### config.mk
export PLATFORM = sky130hd
export DESIGN_NAME = dot_star_regex_matcher
export DESIGN_NICKNAME = d
export VERILOG_FILES = /design/src/design/dsrm_pkg.sv /design/src/design/dot_star_regex_matcher.sv /design/src/design/dsrm_front.sv /design/src/design/dsrm_queue.sv /design/src/design/dsrm_back.sv
export SDC_FILE = /design/constraint.sdc
export NUM_CORES = 1
export LEC_CHECK = 0
export BUFFER_PORTS_ARGS = -buffer_cell sky130_fd_sc_hd__buf_2
export CAP_MARGIN = 20
export CELL_PAD_IN_SITES_DETAIL_PLACEMENT = 1
export CELL_PAD_IN_SITES_GLOBAL_PLACEMENT = 1
export CORE_MARGIN = 2
export CORE_UTILIZATION = 51
export DETAILED_ROUTE_END_ITERATION = 7
export GPL_ROUTABILITY_DRIVEN = 0
export PLACE_DENSITY_LB_ADDON = 0.1
export SLEW_MARGIN = 20
export SYNTH_ARGS = -nofsm -noshare
export SYNTH_HDL_FRONTEND = slang
export SYNTH_SLANG_ARGS = --single-unit
### constraint.sdc
create_clock -name clk_i -period 5.88 [get_ports clk_i]
set_clock_uncertainty 0.2 [all_clocks]
set_input_delay 0.294 -clock clk_i [delete_from_list [all_inputs] [get_ports clk_i]]
set_output_delay 0.294 -clock clk_i [all_outputs]
set_load 0.02 [all_outputs]
### src/design/dsrm_pkg.sv
// Shared types and constants for the dot-star regex matcher.
// No dependencies; imported by every module of the block.
`default_nettype none

package dsrm_pkg;

  localparam int PATTERN_MAX_DEF = 32;
  localparam int QUEUE_DEPTH     = 2;

  localparam logic [7:0] STAR_CHAR = 8'h2A;
  localparam logic [7:0] DOT_CHAR  = 8'h2E;

  typedef enum logic [1:0] {
    OP_CLEAR   = 2'd0,
    OP_PATTERN = 2'd1,
    OP_TEXT    = 2'd2,
    OP_END     = 2'd3
  } op_e;

  typedef struct packed {
    op_e        op;
    logic [7:0] symbol;
    logic       is_star;
    logic       is_dot;
  } cmd_t;

endpackage

`default_nettype wire

### src/design/dot_star_regex_matcher.sv
// Dot-star regex matcher, top level: input stage, command queue, match engine.
// Throughput: one item per cycle of any kind unless the output stalls; the text step is
// one position-set update. An end-of-text item goes through the input register, the
// queue and the engine into the output register before its result shows; an output
// stall holds it back.
// Reset: empty pattern, no overflow, only position zero active; token store is not cleared.
`default_nettype none

module dot_star_regex_matcher #(
  parameter int PatternMax = dsrm_pkg::PATTERN_MAX_DEF
) (
  input  wire logic       clk_i,
  input  wire logic       rst_ni,
  input  wire logic       s_axis_tvalid,
  output logic            s_axis_tready,
  input  wire logic [7:0] s_axis_tdata,   // [7:0] symbol
  input  wire logic [1:0] s_axis_tuser,   // [1:0] kind
  output logic            m_axis_tvalid,
  input  wire logic       m_axis_tready,
  output logic [7:0]      m_axis_tdata    // [0] matched, [1] overflowed, [7:2] zero
);
  import dsrm_pkg::*;

  cmd_t front_cmd, back_cmd;
  logic front_valid, front_ready, back_valid, back_ready;
  logic matched, overflowed;

  dsrm_front u_front (
    .clk_i       (clk_i),
    .rst_ni      (rst_ni),
    .s_valid_i   (s_axis_tvalid),
    .s_ready_o   (s_axis_tready),
    .kind_i      (s_axis_tuser),
    .symbol_i    (s_axis_tdata),
    .cmd_valid_o (front_valid),
    .cmd_ready_i (front_ready),
    .cmd_o       (front_cmd)
  );

  dsrm_queue u_queue (
    .clk_i        (clk_i),
    .rst_ni       (rst_ni),
    .push_valid_i (front_valid),
    .push_ready_o (front_ready),
    .push_cmd_i   (front_cmd),
    .pop_valid_o  (back_valid),
    .pop_ready_i  (back_ready),
    .pop_cmd_o    (back_cmd)
  );

  dsrm_back #(
    .PatternMax (PatternMax)
  ) u_back (
    .clk_i        (clk_i),
    .rst_ni       (rst_ni),
    .cmd_valid_i  (back_valid),
    .cmd_ready_o  (back_ready),
    .cmd_i        (back_cmd),
    .m_valid_o    (m_axis_tvalid),
    .m_ready_i    (m_axis_tready),
    .matched_o    (matched),
    .overflowed_o (overflowed)
  );

  assign m_axis_tdata = {6'b0, overflowed, matched};

endmodule

`default_nettype wire

### src/design/dsrm_front.sv
// Input stage: accepts stream items, decodes kind and classifies the symbol.
// Depends on dsrm_pkg.
`default_nettype none

module dsrm_front (
  input  wire logic          clk_i,
  input  wire logic          rst_ni,
  input  wire logic          s_valid_i,
  output logic               s_ready_o,
  input  wire logic [1:0]    kind_i,
  input  wire logic [7:0]    symbol_i,
  output logic               cmd_valid_o,
  input  wire logic          cmd_ready_i,
  output dsrm_pkg::cmd_t     cmd_o
);
  import dsrm_pkg::*;

  logic valid_q;
  cmd_t cmd_q;
  cmd_t cmd_d;

  always_comb begin
    cmd_d.op      = op_e'(kind_i);
    cmd_d.symbol  = symbol_i;
    cmd_d.is_star = (symbol_i == STAR_CHAR);
    cmd_d.is_dot  = (symbol_i == DOT_CHAR);
  end

  assign s_ready_o   = !valid_q || cmd_ready_i;
  assign cmd_valid_o = valid_q;
  assign cmd_o       = cmd_q;

  always_ff @(posedge clk_i or negedge rst_ni) begin
    if (!rst_ni) begin
      valid_q <= 1'b0;
    end else if (s_ready_o) begin
      valid_q <= s_valid_i;
    end
  end

  always_ff @(posedge clk_i) begin
    if (s_valid_i && s_ready_o) begin
      cmd_q <= cmd_d;
    end
  end

endmodule

`default_nettype wire

### src/design/dsrm_queue.sv
// Short command queue between the input stage and the match engine.
// Depends on dsrm_pkg.
`default_nettype none

module dsrm_queue (
  input  wire logic          clk_i,
  input  wire logic          rst_ni,
  input  wire logic          push_valid_i,
  output logic               push_ready_o,
  input  wire dsrm_pkg::cmd_t push_cmd_i,
  output logic               pop_valid_o,
  input  wire logic          pop_ready_i,
  output dsrm_pkg::cmd_t     pop_cmd_o
);
  import dsrm_pkg::*;

  localparam int Depth = QUEUE_DEPTH;
  localparam int PtrW  = (Depth > 1) ? $clog2(Depth) : 1;
  localparam int CntW  = $clog2(Depth + 1);

  cmd_t            mem_q [Depth];
  logic [PtrW-1:0] wr_ptr_q, rd_ptr_q;
  logic [CntW-1:0] cnt_q;
  logic            push, pop;

  assign push_ready_o = (cnt_q != CntW'(Depth));
  assign pop_valid_o  = (cnt_q != '0);
  assign push         = push_valid_i && push_ready_o;
  assign pop          = pop_valid_o && pop_ready_i;
  assign pop_cmd_o    = mem_q[rd_ptr_q];

  function automatic logic [PtrW-1:0] ptr_inc(input logic [PtrW-1:0] p);
    if (p == PtrW'(Depth - 1)) begin
      return '0;
    end
    return p + PtrW'(1);
  endfunction

  always_ff @(posedge clk_i or negedge rst_ni) begin
    if (!rst_ni) begin
      wr_ptr_q <= '0;
      rd_ptr_q <= '0;
      cnt_q    <= '0;
    end else begin
      if (push) begin
        wr_ptr_q <= ptr_inc(wr_ptr_q);
      end
      if (pop) begin
        rd_ptr_q <= ptr_inc(rd_ptr_q);
      end
      if (push && !pop) begin
        cnt_q <= cnt_q + CntW'(1);
      end else if (pop && !push) begin
        cnt_q <= cnt_q - CntW'(1);
      end
    end
  end

  always_ff @(posedge clk_i) begin
    if (push) begin
      mem_q[wr_ptr_q] <= push_cmd_i;
    end
  end

endmodule

`default_nettype wire

### src/design/dsrm_back.sv
// Match engine: token store, active position set with star closure, verdict register.
// Depends on dsrm_pkg.
`default_nettype none

module dsrm_back #(
  parameter int PatternMax = dsrm_pkg::PATTERN_MAX_DEF
) (
  input  wire logic          clk_i,
  input  wire logic          rst_ni,
  input  wire logic          cmd_valid_i,
  output logic               cmd_ready_o,
  input  wire dsrm_pkg::cmd_t cmd_i,
  output logic               m_valid_o,
  input  wire logic          m_ready_i,
  output logic               matched_o,
  output logic               overflowed_o
);
  import dsrm_pkg::*;

  localparam int N    = PatternMax;
  localparam int CntW = $clog2(N + 1);
  localparam int IdxW = (N > 1) ? $clog2(N) : 1;

  logic [CntW-1:0] cnt_q;
  logic            ovf_q;
  logic [N:0]      act_q;
  logic [7:0]      tok_byte_q [N];
  logic [N-1:0]    tok_star_q, tok_dot_q;
  logic            out_valid_q, out_matched_q, out_ovf_q;

  logic [N-1:0]    below, hit;
  logic [N:0]      prop, seed, sum, carry, cur, nxt;
  logic [CntW-1:0] cnt_m1;
  logic [IdxW-1:0] last_idx, wr_idx;
  logic            fire, star_ext, full;

  always_comb begin
    for (int i = 0; i < N; i++) begin
      below[i] = (CntW'(i) < cnt_q);
    end
  end

  // star closure as a carry chain: starred tokens propagate, active starred ones generate
  assign prop  = {1'b0, tok_star_q & below};
  assign seed  = act_q & prop;
  assign sum   = prop + seed;
  assign carry = sum ^ prop ^ seed;
  assign cur   = act_q | carry;

  always_comb begin
    for (int i = 0; i < N; i++) begin
      hit[i] = cur[i] && below[i] && (tok_dot_q[i] || (tok_byte_q[i] == cmd_i.symbol));
    end
  end

  assign nxt = {1'b0, hit & tok_star_q} | {hit & ~tok_star_q, 1'b0};

  assign cnt_m1   = cnt_q - CntW'(1);
  assign last_idx = cnt_m1[IdxW-1:0];
  assign wr_idx   = cnt_q[IdxW-1:0];
  assign full     = (cnt_q == CntW'(N));
  assign star_ext = cmd_i.is_star && (cnt_q != '0) && !tok_star_q[last_idx];

  assign cmd_ready_o = (cmd_i.op != OP_END) || !out_valid_q || m_ready_i;
  assign fire        = cmd_valid_i && cmd_ready_o;

  assign m_valid_o    = out_valid_q;
  assign matched_o    = out_matched_q;
  assign overflowed_o = out_ovf_q;

  always_ff @(posedge clk_i or negedge rst_ni) begin
    if (!rst_ni) begin
      cnt_q       <= '0;
      ovf_q       <= 1'b0;
      act_q       <= (N + 1)'(1);
      out_valid_q <= 1'b0;
    end else begin
      if (fire && cmd_i.op == OP_END) begin
        out_valid_q <= 1'b1;
      end else if (m_ready_i) begin
        out_valid_q <= 1'b0;
      end
      if (fire) begin
        case (cmd_i.op)
          OP_CLEAR: begin
            cnt_q <= '0;
            ovf_q <= 1'b0;
            act_q <= (N + 1)'(1);
          end
          OP_PATTERN: begin
            if (!ovf_q && !star_ext) begin
              if (full) begin
                ovf_q <= 1'b1;
              end else begin
                cnt_q <= cnt_q + CntW'(1);
              end
            end
          end
          OP_TEXT: begin
            act_q <= nxt;
          end
          OP_END: begin
            act_q <= (N + 1)'(1);
          end
          default: begin
            act_q <= act_q;
          end
        endcase
      end
    end
  end

  always_ff @(posedge clk_i) begin
    if (fire && cmd_i.op == OP_PATTERN && !ovf_q) begin
      if (star_ext) begin
        tok_star_q[last_idx] <= 1'b1;
      end else if (!full) begin
        tok_byte_q[wr_idx] <= cmd_i.symbol;
        tok_star_q[wr_idx] <= 1'b0;
        tok_dot_q[wr_idx]  <= cmd_i.is_dot;
      end
    end
    if (fire && cmd_i.op == OP_END) begin
      out_matched_q <= cur[cnt_q] && !ovf_q;
      out_ovf_q     <= ovf_q;
    end
  end

endmodule

`default_nettype wire

# == After elaboration in Yosys (flattened, before gate mapping) ==
# Memories as Yosys holds them, arrays and structs flattened.
# Cells that the tools add are included.
# classes
reduce_logical,133
n_lt_le_gt_ge,37
n_mux,36
bitwise_logic,14
eq_ne,44
add_sub_neg,7
# op_table
cell,count
8-bit equality test,32
32-bit bitwise AND,4
5-bit by 6-bit less-than comparator with 1-bit output (first input constant),16
1-bit logical AND,78
33-bit one-hot mux with 2 select lines,1
32-bit two-way mux,2
32-bit NOT,2
4-bit by 6-bit less-than comparator with 1-bit output (first input constant),8
1-bit logical OR,35
32-bit by 33-bit adder with 33-bit output,1
33-bit by 32-bit bitwise AND with 33-bit output,1
32-bit by 33-bit OR with 33-bit output,1
33-bit OR,1
33-bit by 32-bit bitwise XOR with 33-bit output,1
33-bit bitwise XOR,1
32-bit bitwise mux,1
32-bit OR,1
3-bit by 6-bit less-than comparator with 1-bit output (first input constant),4
1-bit two-way mux,22
8-bit by 6-bit equality test with 1-bit output (second input constant),2
1-bit by 6-bit less-than comparator with 1-bit output (first input constant),2
2-bit by 6-bit less-than comparator with 1-bit output (first input constant),2
5-bit by 6-bit less-than comparator with 1-bit output (second input constant),2
6-bit two-way mux,2
27 further kinds,49
# word_totals
reg_bits,124
input_bits,14
output_inout_bits,10
n_memories,2
wordCells,289
ramBits,280
# memory_table
memory,words,word_bits,read_ports,rd_clocked_by_memory_dff,write_ports,line,text
u_back.tok_byte_q,32,8,32,0,1,dsrm_back.sv:27,logic [7:0] tok_byte_q [N];
u_queue.mem_q,2,12,1,0,1,dsrm_queue.sv:21,cmd_t mem_q [Depth];

# == Depth between registers and ports, before layout ==
# Gate-level depths: netlist (run 1).
# depth
ltp_word,12
ltp_mapped,20
mapped_depth_nobuf,17

# == Cells and area by module ==
# Synthesis (run 1) repeated with hierarchy kept, for this count alone.
# unflattened
cells_unflattened,1664
area_unflattened_um2,20263.2
# modules_own_cells
module,cells_each,seq_area_each_um2,instances,area_per_inst_um2
dsrm_back,1579,10696.5,1,18672.9
dsrm_queue,55,820.8,1,1078.5
dsrm_front,21,385.4,1,447.9
dot_star_regex_matcher,9,0.0,1,63.8

# == Worst setup path before layout (run 1) ==
# OpenSTA, ideal clock, no wires.
# synth_path
path_type,register -> register
start,reg u_back.cnt_q[0]
end,"mem u_back.tok_byte_q[28][0], enable pin"
stages_incl_launch_ff,16
setup_ns,0.399
n_path_buf,5
arrival_ns,3.981
slack_ns,1.300
required_time_ns,5.281
synth_period_minus_slack_ns,4.580
path_cell_list,dfrtp_1 buf_2 clkbuf_1 inv_1 ha_1 buf_2 and2b_2 nand2b_1 clkbuf_1 mux2i_1 o311ai_1 a211oi_1 buf_2 nor2_1 nand2_1 nor4_1
# synth_via
elab_chain_cells,8
word_cells_on_any_way,12
classes_between,add/sub: 1; eq/ne: 1; mux: 6; reduce/logical: 4
# synth_lines
element,line,text
start: declaration,dsrm_back.sv:24,logic [CntW-1:0] cnt_q;
start signal: assignment,dsrm_back.sv:95,cnt_q <= cnt_q + CntW'(1);
5-bit by 1-bit subtractor with 5-bit output,dsrm_back.sv:58,assign cnt_m1 = cnt_q - CntW'(1);
1-bit binary-select mux with 5-bit select,dsrm_back.sv:62,assign star_ext = cmd_i.is_star && (cnt_q != '0) && !tok_star_q[last_idx];
1-bit two-way mux (not written as such),dsrm_back.sv:62,
1-bit logical NOT,dsrm_back.sv:62,
1-bit logical AND,dsrm_back.sv:62,
1-bit two-way mux,dsrm_back.sv:115,if (star_ext) begin
1-bit two-way mux,dsrm_back.sv:114,if (fire && cmd_i.op == OP_PATTERN && !ovf_q) begin
1-bit two-way mux (not written as such),dsrm_back.sv:118,tok_byte_q[wr_idx] <= cmd_i.symbol;
end: declaration,dsrm_back.sv:27,
# Parallel ways exist; a longest one is shown, timed or not. The select of a mux whose other input is x is not followed.

# == Worst setup path after layout (run 1) ==
# layout_path
start,reg u_back.cnt_q[0]
end,reg u_back.out_matched_q (netlist: u_back.matched_o) (data pin)
# layout_via
elab_chain_cells,10
word_cells_on_any_way,41
classes_between,add/sub: 1; order compare: 32; mux: 2; bitwise: 5; reduce/logical: 1
# layout_lines
element,line,text
"1-bit by 6-bit less-than comparator with 1-bit output, or another cell as far along",dsrm_back.sv:39,below[i] = (CntW'(i) < cnt_q);
32-bit bitwise AND,dsrm_back.sv:44,"assign prop = {1'b0, tok_star_q & below};"
33-bit by 32-bit bitwise AND with 33-bit output,dsrm_back.sv:45,assign seed = act_q & prop;
32-bit by 33-bit adder with 33-bit output,dsrm_back.sv:46,assign sum = prop + seed;
33-bit by 32-bit bitwise XOR with 33-bit output,dsrm_back.sv:47,assign carry = sum ^ prop ^ seed;
33-bit bitwise XOR,dsrm_back.sv:47,
33-bit OR,dsrm_back.sv:48,assign cur = act_q | carry;
1-bit binary-select mux with 6-bit select (*),dsrm_back.sv:124,out_matched_q <= cur[cnt_q] && !ovf_q;
1-bit two-way mux (not written as such) (*),dsrm_back.sv:124,
1-bit logical AND (*),dsrm_back.sv:124,
end signal: assignment,dsrm_back.sv:124,
end: declaration,dsrm_back.sv:29,"logic out_valid_q, out_matched_q, out_ovf_q;"
# Mark *: on every way between the ends. The rest lies on a longest branch, timed or not. The select of a mux whose other input is x is not followed.
# A chain may end at the register's enable or synchronous reset.

==> reports/results.tsv, run 1 <==
stage	metric	value	unit
grt	grtUsageTotal	0.3106	
flow_run	maxCapViolations	0	
clock_network	cts_tree	built	
pwr	powerDensity	483.3	nW/um^2
sta	tns	0	ps
sta	period_needed	5204	ps
layout	design_area	22180	sq um
yosys	synth_seq_cells	404	
clock_network	cts_root_buf	clkbuf_16	
worst_setup_path	crit_type	flip-flop to flip-flop	
yosys	muxShareOfSynthArea	0.01792	
pwr	leakage	7.295	nW
sta	rsz0062_at_grt	false	
worst_setup_path	r2r_setup_slack	680	ps
worst_setup_path	start_kind	flip-flop	
yosys	synth_xor_area_frac	0.1175	
grt	antenna_found_initial	1	
sta	fmax	192.1	MHz
route	vias	13783	
sta	tightest_slew	1090	ps
route	route.detailed.drc	0	
layout	nFillCells	3854	
pwr	clkPwrFrac	0.268	
yosys	synth-async-reset-ratio	0.1139	
worst_setup_path	critPathRequiredTime	6010	ps
worst_setup_path	worstPathMaxFanout	13	
place	place_area	20570	sq um
place	io_buffers	17	
layout	area_growth	11.87	%
route	drtAntennaViolNets	0	
yosys	yosysMostFrequentCell	edfxtp_1	
floorplanning	die_area	40460	sq um
yosys	synth_compound_area_frac	0.1122	
worst_setup_path	critPathBufInv	1	
worst_setup_path	critical_path.cell_chain	inv_1 -> ha_1 -> nand3_1 -> nand2_1 -> nor2_1 -> ha_1 -> a211o_1 -> a21boi_0 -> o31ai_1 -> a31oi_1 -> nor3_2 -> o311ai_0 -> nand2_1 -> a21oi_1 -> o31ai_1 -> o31a_1	
worst_setup_path	crit_path_max_incr_delay	630	ps
worst_setup_path	cp_slowest_cell	o311ai_0	
yosys	synth_top_family_by_area	XOR/XNOR gates	
layout	register_area	11900	sq um
yosys	synth_top_area_share	0.5423	
sta	setup_violations	0	
yosys	syn_area_per_cell	12.31	sq um
yosys	synth_top_area_cell	edfxtp_1	
clock_network	numClockSinks	404	
clock_network	numCtsBuffers	44	
route	totalWireLength	61540	um
outcome	status	completed	
place	hpwl	40210	um
floorplanning	coreArea	38470	sq um
yosys	seq_area_frac_synth	0.6004	
clock_network	cts_resized	0	
route	wl_per_cell	27.99	um
worst_setup_path	cp_num_cells	16	
clock_network	path_clk_slew	70	ps
yosys	synth.distinct_cells	91	
sta	period_share	0.8851	
sta	hold_viol	0	
worst_setup_path	r2r-start	u_back.cnt_q[0]$_DFFE_PN0P_	
yosys	synth-edff-count	358	
route	drtIter0Drc	1058	
clock_network	cts_buffer_depth	3	
floorplanning	start_util	0.5154	
clock_network	clk_latency	580	ps
worst_hold_path	min-delay-path-class	primary input to async pin	
yosys	synth_flop_cell	edfxtp_1	
yosys	synthAdderAreaFrac	0.006943	
floorplanning	row_count	72	
yosys	yosys-top-cells-area	edfxtp_1 54%, xnor2_1 9.1%, dfrtp_1 5.7%	
floorplanning	die_y	201.2	um
floorplanning	die_w	201.2	um
grt	grt_pass1_vias	14687	
layout	multi_input_area	7411	sq um
grt	grt_pass1_wl	93270	um
yosys	synthSimpleGateAreaFrac	0.1122	
clock_network	cts_setup_buffers	0	
grt	grt-ovfl-total	0	
yosys	yosysWarnings	0	
grt	grt_max_degree	47	
pwr	pwr-share-seq	0.371	
clock_network	htree_num_levels	2	
yosys	synthTopCellsByCount	358 x edfxtp_1, 205 x xnor2_1, 121 x nor2_1	
pwr	p_switching	4.015	mW
sta	slew_headroom	0.2719	
pwr	irDropWorstVdd	0.0003759	V
yosys	netlist_instances	1611	
yosys	synthesis.area	19820	sq um
layout	drive_above_1_share	0.1083	
pwr	intPower	6.704	mW
worst_setup_path	r2r-end	u_back.matched_o$_DFFE_PP_	
layout	nets	1672	
pwr	combinationalPowerShare	0.361	
worst_setup_path	end_kind	flip-flop	
route	dr.pass1.iters	5	
floorplanning	pin_count	24	
route	via_per_inst	6.268	
worst_setup_path	r2r_cells	16	
pwr	switching_share	0.3746	
worst_setup_path	crit_family	compound AO/OA/AOI/OAI gates	
sta	drv_slew	0	
worst_setup_path	critPathArrivalTime	5330	ps
==> area by class of cell <==
type	count	share of cell area
Sequential cell	404	0.5367
Multi-Input combinational cell	1069	0.3342
Clock inverter	25	0.01377
Timing Repair Buffer	71	0.02358
Tap cell	518	0.02923
Antenna cell	1	0.0001128
Inverter	57	0.009648
Clock buffer	54	0.05275
==> stage by stage <==
step                std cells  utilization  setup slack [ps]  total power, mW  hold slack, ps
global route             2198       0.5764             339.4            11.15           241.5
global placement         2106       0.5344             917.8            7.748           222.0
detailed placement       2106       0.5347             897.2            7.858           235.0
finish                   2199       0.5765             675.6            10.72           193.5
floorplan                1616            -              1300            6.338          -201.6
CTS                      2198       0.5764             840.2            10.75           203.2
==> power groups by stage <==
| stage | sequential, mW | clock [mW] | combinational, mW |
|---|---|---|---|
| after floorplan | 3.92 | 0 | 2.42 |
| after global placement | 4.02 | 0 | 3.73 |
| after detailed placement | 4.03 | 0 | 3.83 |
| after CTS | 3.97 | 2.90 | 3.87 |
| after global routing | 4.01 | 3.01 | 4.14 |
| final | 3.98 | 2.88 | 3.86 |
==> kinds of logic (layout without fill, tap and decap cells) <==
| group | count (synthesis) | after routing |
|---|---|---|
| muxes | 24 | 24 |
| buffers and inverters | 143 | 207 |
| xor gates and xnor gates | 266 | 266 |
| AOI/OAI and AO/OA | 329 | 329 |
| other | 1 | 7 |
| and+or+nand+nor | 433 | 433 |
| DFF | 404 | 404 |
| adders and majority gates | 11 | 11 |
==> per-layer routing <==
metal | global-route usage | vias to the layer above | share of wire
met4 | 0.1206 | 0 | 0.038
met3 | 0.04972 | 153 | 0.058
li1 | - | 6066 | -
met5 | 0 | - | 0
met1 | 0.4073 | 7078 | 0.42
met2 | 0.5210 | 486 | 0.49
==> cells in the final DEF, fill, tap and decap left out, drive strengths merged, types with 11 or more instances in the layout <==
cell	count
xor2	61
inv	52
mux2i	13
nand3	17
nand4	19
dfrtp	45
dlygate4sd3	13
buf	58
a31oi	13
or3	13
clkbuf	54
o31ai	12
edfxtp	358
xnor2	205
clkinv	22
nand2b	13
a21oi	83
o21ai	68
nor2	123
ha	11
nor4	64
o22ai	23
nand2	93
nor3	31
a22o	28
==> registers in the layout, summed over array words and instances, names as in the netlist <==
name and cells:
u_queue.cnt_q 2, u_queue.mem_q 24, u_back.act_q 33, u_front.cmd_o 12, u_back.tok_star_q 32, u_back.matched_o 1
u_back.cnt_q 6, u_front.cmd_valid_o 1, u_back.ovf_q 1, u_back.overflowed_o 1, u_back.tok_dot_q 32, u_queue.rd_ptr_q 1
u_back.m_valid_o 1, u_queue.wr_ptr_q 1, u_back.tok_byte_q 256
==> worst max path at each step <==
stage / start / end / slack, ps
after floorplan: u_back.cnt_q[0]$_DFFE_PN0P_ / u_back.tok_byte_q[28][0]$_DFFE_PP_ / 1300
after global placement: u_back.cnt_q[4]$_DFFE_PN0P_ / u_back.matched_o$_DFFE_PP_ / 920
after detailed placement: u_back.cnt_q[4]$_DFFE_PN0P_ / u_back.matched_o$_DFFE_PP_ / 900
after CTS: u_back.cnt_q[0]$_DFFE_PN0P_ / u_back.matched_o$_DFFE_PP_ / 840
after global routing: u_back.cnt_q[0]$_DFFE_PN0P_ / u_back.matched_o$_DFFE_PP_ / 340
final: u_back.cnt_q[0]$_DFFE_PN0P_ / u_back.matched_o$_DFFE_PP_ / 680
==> tightest hold or removal path: cells and delay by family <==
kind	cells	cell delay [ps]
buf+inv	3	1160
==> what timing repair did <==
action,CTS,global route
setup endpoints to repair,0,0
hold endpoints to repair,59,0
hold buffers,13,0
(Power assumes the default switching activity.)
==> run 2, diff against run 1 <==
--- a/config.mk
+++ b/config.mk
@@ -13,7 +13,7 @@
 export CORE_UTILIZATION = 51
 export DETAILED_ROUTE_END_ITERATION = 7
 export GPL_ROUTABILITY_DRIVEN = 0
-export PLACE_DENSITY_LB_ADDON = 0.1
+export PLACE_DENSITY = 0.82
 export SLEW_MARGIN = 20
 export SYNTH_ARGS = -nofsm -noshare
 export SYNTH_HDL_FRONTEND = slang
==> run 2 against run 1 <==
Effect of this change: count of clock-buffer cells in the layout grew 3; sequential cell count is the same; sequential share of layout area grew 0.46 points; wire length grew 6.1%; via count grew 4.3%; final cell count shrank 0.45%; first-iteration DRC count grew 33%; power shrank 1.4%; global-route usage grew 1.6 points; critical endpoint is now u_back.tok_dot_q[11]$_DFFE_PP_.
==> reports/results.tsv, run 2 (same netlist as run 1, synthesis figures left out) <==
stage	metric	value	unit	change
grt	grt_pass1_vias	15304		+4.2%
layout	final_common_cell	edfxtp_1		
sta	setup_violations	0		unchanged
grt	grt_pass1_wl	97680	um	+4.7%
layout	top_register	u_back.tok_byte_q		
layout	drive_above_1_share	0.1006		-0.007735
worst_setup_path	r2r-end	u_back.tok_dot_q[11]$_DFFE_PP_		
sta	rsz0062_at_grt	false		
layout	reg_top3	u_back.tok_byte_q (256), u_back.act_q (33)		
floorplanning	row_count	72		unchanged
grt	antenna_found_initial	4		+3
sta	tightest_slew	1061	ps	-28.39 ps
sta	hold_viol	0		unchanged
sta	period_share	0.8661		-0.01905
sta	period_needed	5092	ps	-112.0 ps
worst_setup_path	end_kind	flip-flop		
worst_setup_path	worstPathMaxFanout	13		unchanged
clock_network	htree_num_levels	2		unchanged
sta	fmax	196.4	MHz	+2.2%
pwr	irDropWorstVdd	0.0004070	V	+8.3%
clock_network	clk_latency	610	ps	+30 ps
route	wl_per_cell	29.83	um	+6.6%
worst_hold_path	min-delay-path-class	primary input to async pin		
sta	drv_slew	0		unchanged
layout	area_growth	10.91	%	
layout	utilization	0.5716		-0.004944
sta	tns	0	ps	unchanged
floorplanning	die_area	40460	sq um	unchanged
grt	grt_max_degree	47		unchanged
clock_network	numClockSinks	404		unchanged
flow_run	maxCapViolations	0		unchanged
floorplanning	die_y	201.2	um	unchanged
route	via_per_inst	6.568		+4.8%
clock_network	cts_setup_buffers	0		unchanged
clock_network	path_clk_slew	60	ps	about the same
layout	design_area	21990	sq um	-0.86%
clock_network	cts_root_buf	clkbuf_16		
worst_setup_path	r2r-start	u_back.cnt_q[0]$_DFFE_PN0P_		
clock_network	cts_buffer_depth	3		unchanged
floorplanning	coreArea	38470	sq um	unchanged
sta	hold_ws	167.8	ps	-25.70 ps
place	hpwl	39780	um	-1.1%
worst_setup_path	critPathArrivalTime	5110	ps	-220 ps
worst_setup_path	r2r_cells	12		-4
route	drtAntennaViolNets	0		unchanged
grt	grt-ovfl-total	0		unchanged
place	io_buffers	17		unchanged
route	totalWireLength	65290	um	+6.1%
pwr	leakage	7.184	nW	-1.5%
route	dr.pass1.iters	6		+1
floorplanning	die_w	201.2	um	unchanged
floorplanning	pin_count	24		unchanged
route	route.detailed.drc	0		unchanged
floorplanning	start_util	0.5154		unchanged
worst_setup_path	start_kind	flip-flop		
pwr	powerDensity	480.9	nW/um^2	-0.51%
grt	grtUsageTotal	0.3264		+0.01585
outcome	status	completed		
route	drtIter0Drc	1402		+33%
place	place_area	20510	sq um	-0.29%
clock_network	numCtsBuffers	42		-4.5%
layout	final_cell_mix	358 x edfxtp_1, 205 x xnor2_1, 119 x nor2_1, 93 x nand2_1, 83 x a21oi_1		
layout	largest_reg_flops	256		unchanged
worst_setup_path	r2r_setup_slack	790	ps	+110 ps
route	vias	14377		+4.3%
layout	nets	1662		-0.60%
worst_setup_path	critPathRequiredTime	5890	ps	-120 ps
clock_network	cts_resized	0		unchanged
clock_network	cts_tree	built		
worst_setup_path	crit_type	flip-flop to flip-flop		
sta	slew_headroom	0.2772		+0.005301
-- run 2: cell types whose count changed in the layout (fill, tap and decap cells not counted), moves of 3 or more --
cell	previous run	this run
inv_1	50	53
clkinv_2	7	4
clkbuf_1	8	13
bufinv_16	7	2
buf_4	41	32
-- run 2: layout make-up --
type                    count  area (sq um)
clock buffers              57          1139
clock inverters            20         186.4
repair buffers             63         475.5
fillers                  3858         16480
inverters                  57         214.0
flip-flops and latches    404         11900
multi-input cells        1069          7418
well taps                 518         648.1
diodes                      1         2.502
-- run 2: how the worst max path moves through the flow --
stage	cells past startpoint	to	from	slack [ps]
after CTS	12	u_back.tok_byte_q[17][3]$_DFFE_PP_	u_back.cnt_q[0]$_DFFE_PN0P_	1080
after global routing	12	u_back.tok_dot_q[11]$_DFFE_PP_	u_back.cnt_q[0]$_DFFE_PN0P_	510
after detailed placement	12	u_back.tok_byte_q[17][0]$_DFFE_PP_	u_back.cnt_q[0]$_DFFE_PN0P_	1170
final	12	u_back.tok_dot_q[11]$_DFFE_PP_	u_back.cnt_q[0]$_DFFE_PN0P_	790
after floorplan	15	u_back.tok_byte_q[28][0]$_DFFE_PP_	u_back.cnt_q[0]$_DFFE_PN0P_	1300
after global placement	16	u_back.matched_o$_DFFE_PP_	u_back.cnt_q[4]$_DFFE_PN0P_	1270
-- run 2: where the power goes --
part / leakage [nW] / switching (mW) / internal [mW] / total (mW)
combinational: 2.68 / 2.71 / 1.22 / 3.92
sequential: 3.87 / 0.246 / 3.75 / 3.99
clock: 0.632 / 1.20 / 1.46 / 2.66
-- run 2: timing repair --
item | 4_1_cts | 5_1_grt
endpoints found under the setup margin | 0 | 0
hold buffers | 13 | 0
endpoints found under the hold margin | 59 | 0
-- run 2: critical path, cell delays in order, from the launching register on --
cell	delay, ps
dfrtp_1	380
inv_1	240
ha_1	510
and2b_2	340
nand2b_1	310
mux2i_1	210
o311ai_1	310
a211oi_1	100
nor2_1	220
nand2_1	180
nor2_2	290
nand2_1	500
nor2_1	920
-- run 2: metrics by stage --
stage | setup WS (ps) | power (mW) | cells
global route | 514.9 | 10.90 | 2188
finish | 787.5 | 10.57 | 2189
global placement | 1273 | 7.633 | 2098
detailed placement | 1170 | 7.799 | 2098
floorplan | 1300 | 6.338 | 1616
CTS | 1078 | 10.47 | 2188
-- run 2: routing by layer --
metal,part of all wire,track usage
met5,0,0
met4,0.056,0.1812
met3,0.094,0.07191
met2,0.47,0.5261
met1,0.38,0.4115
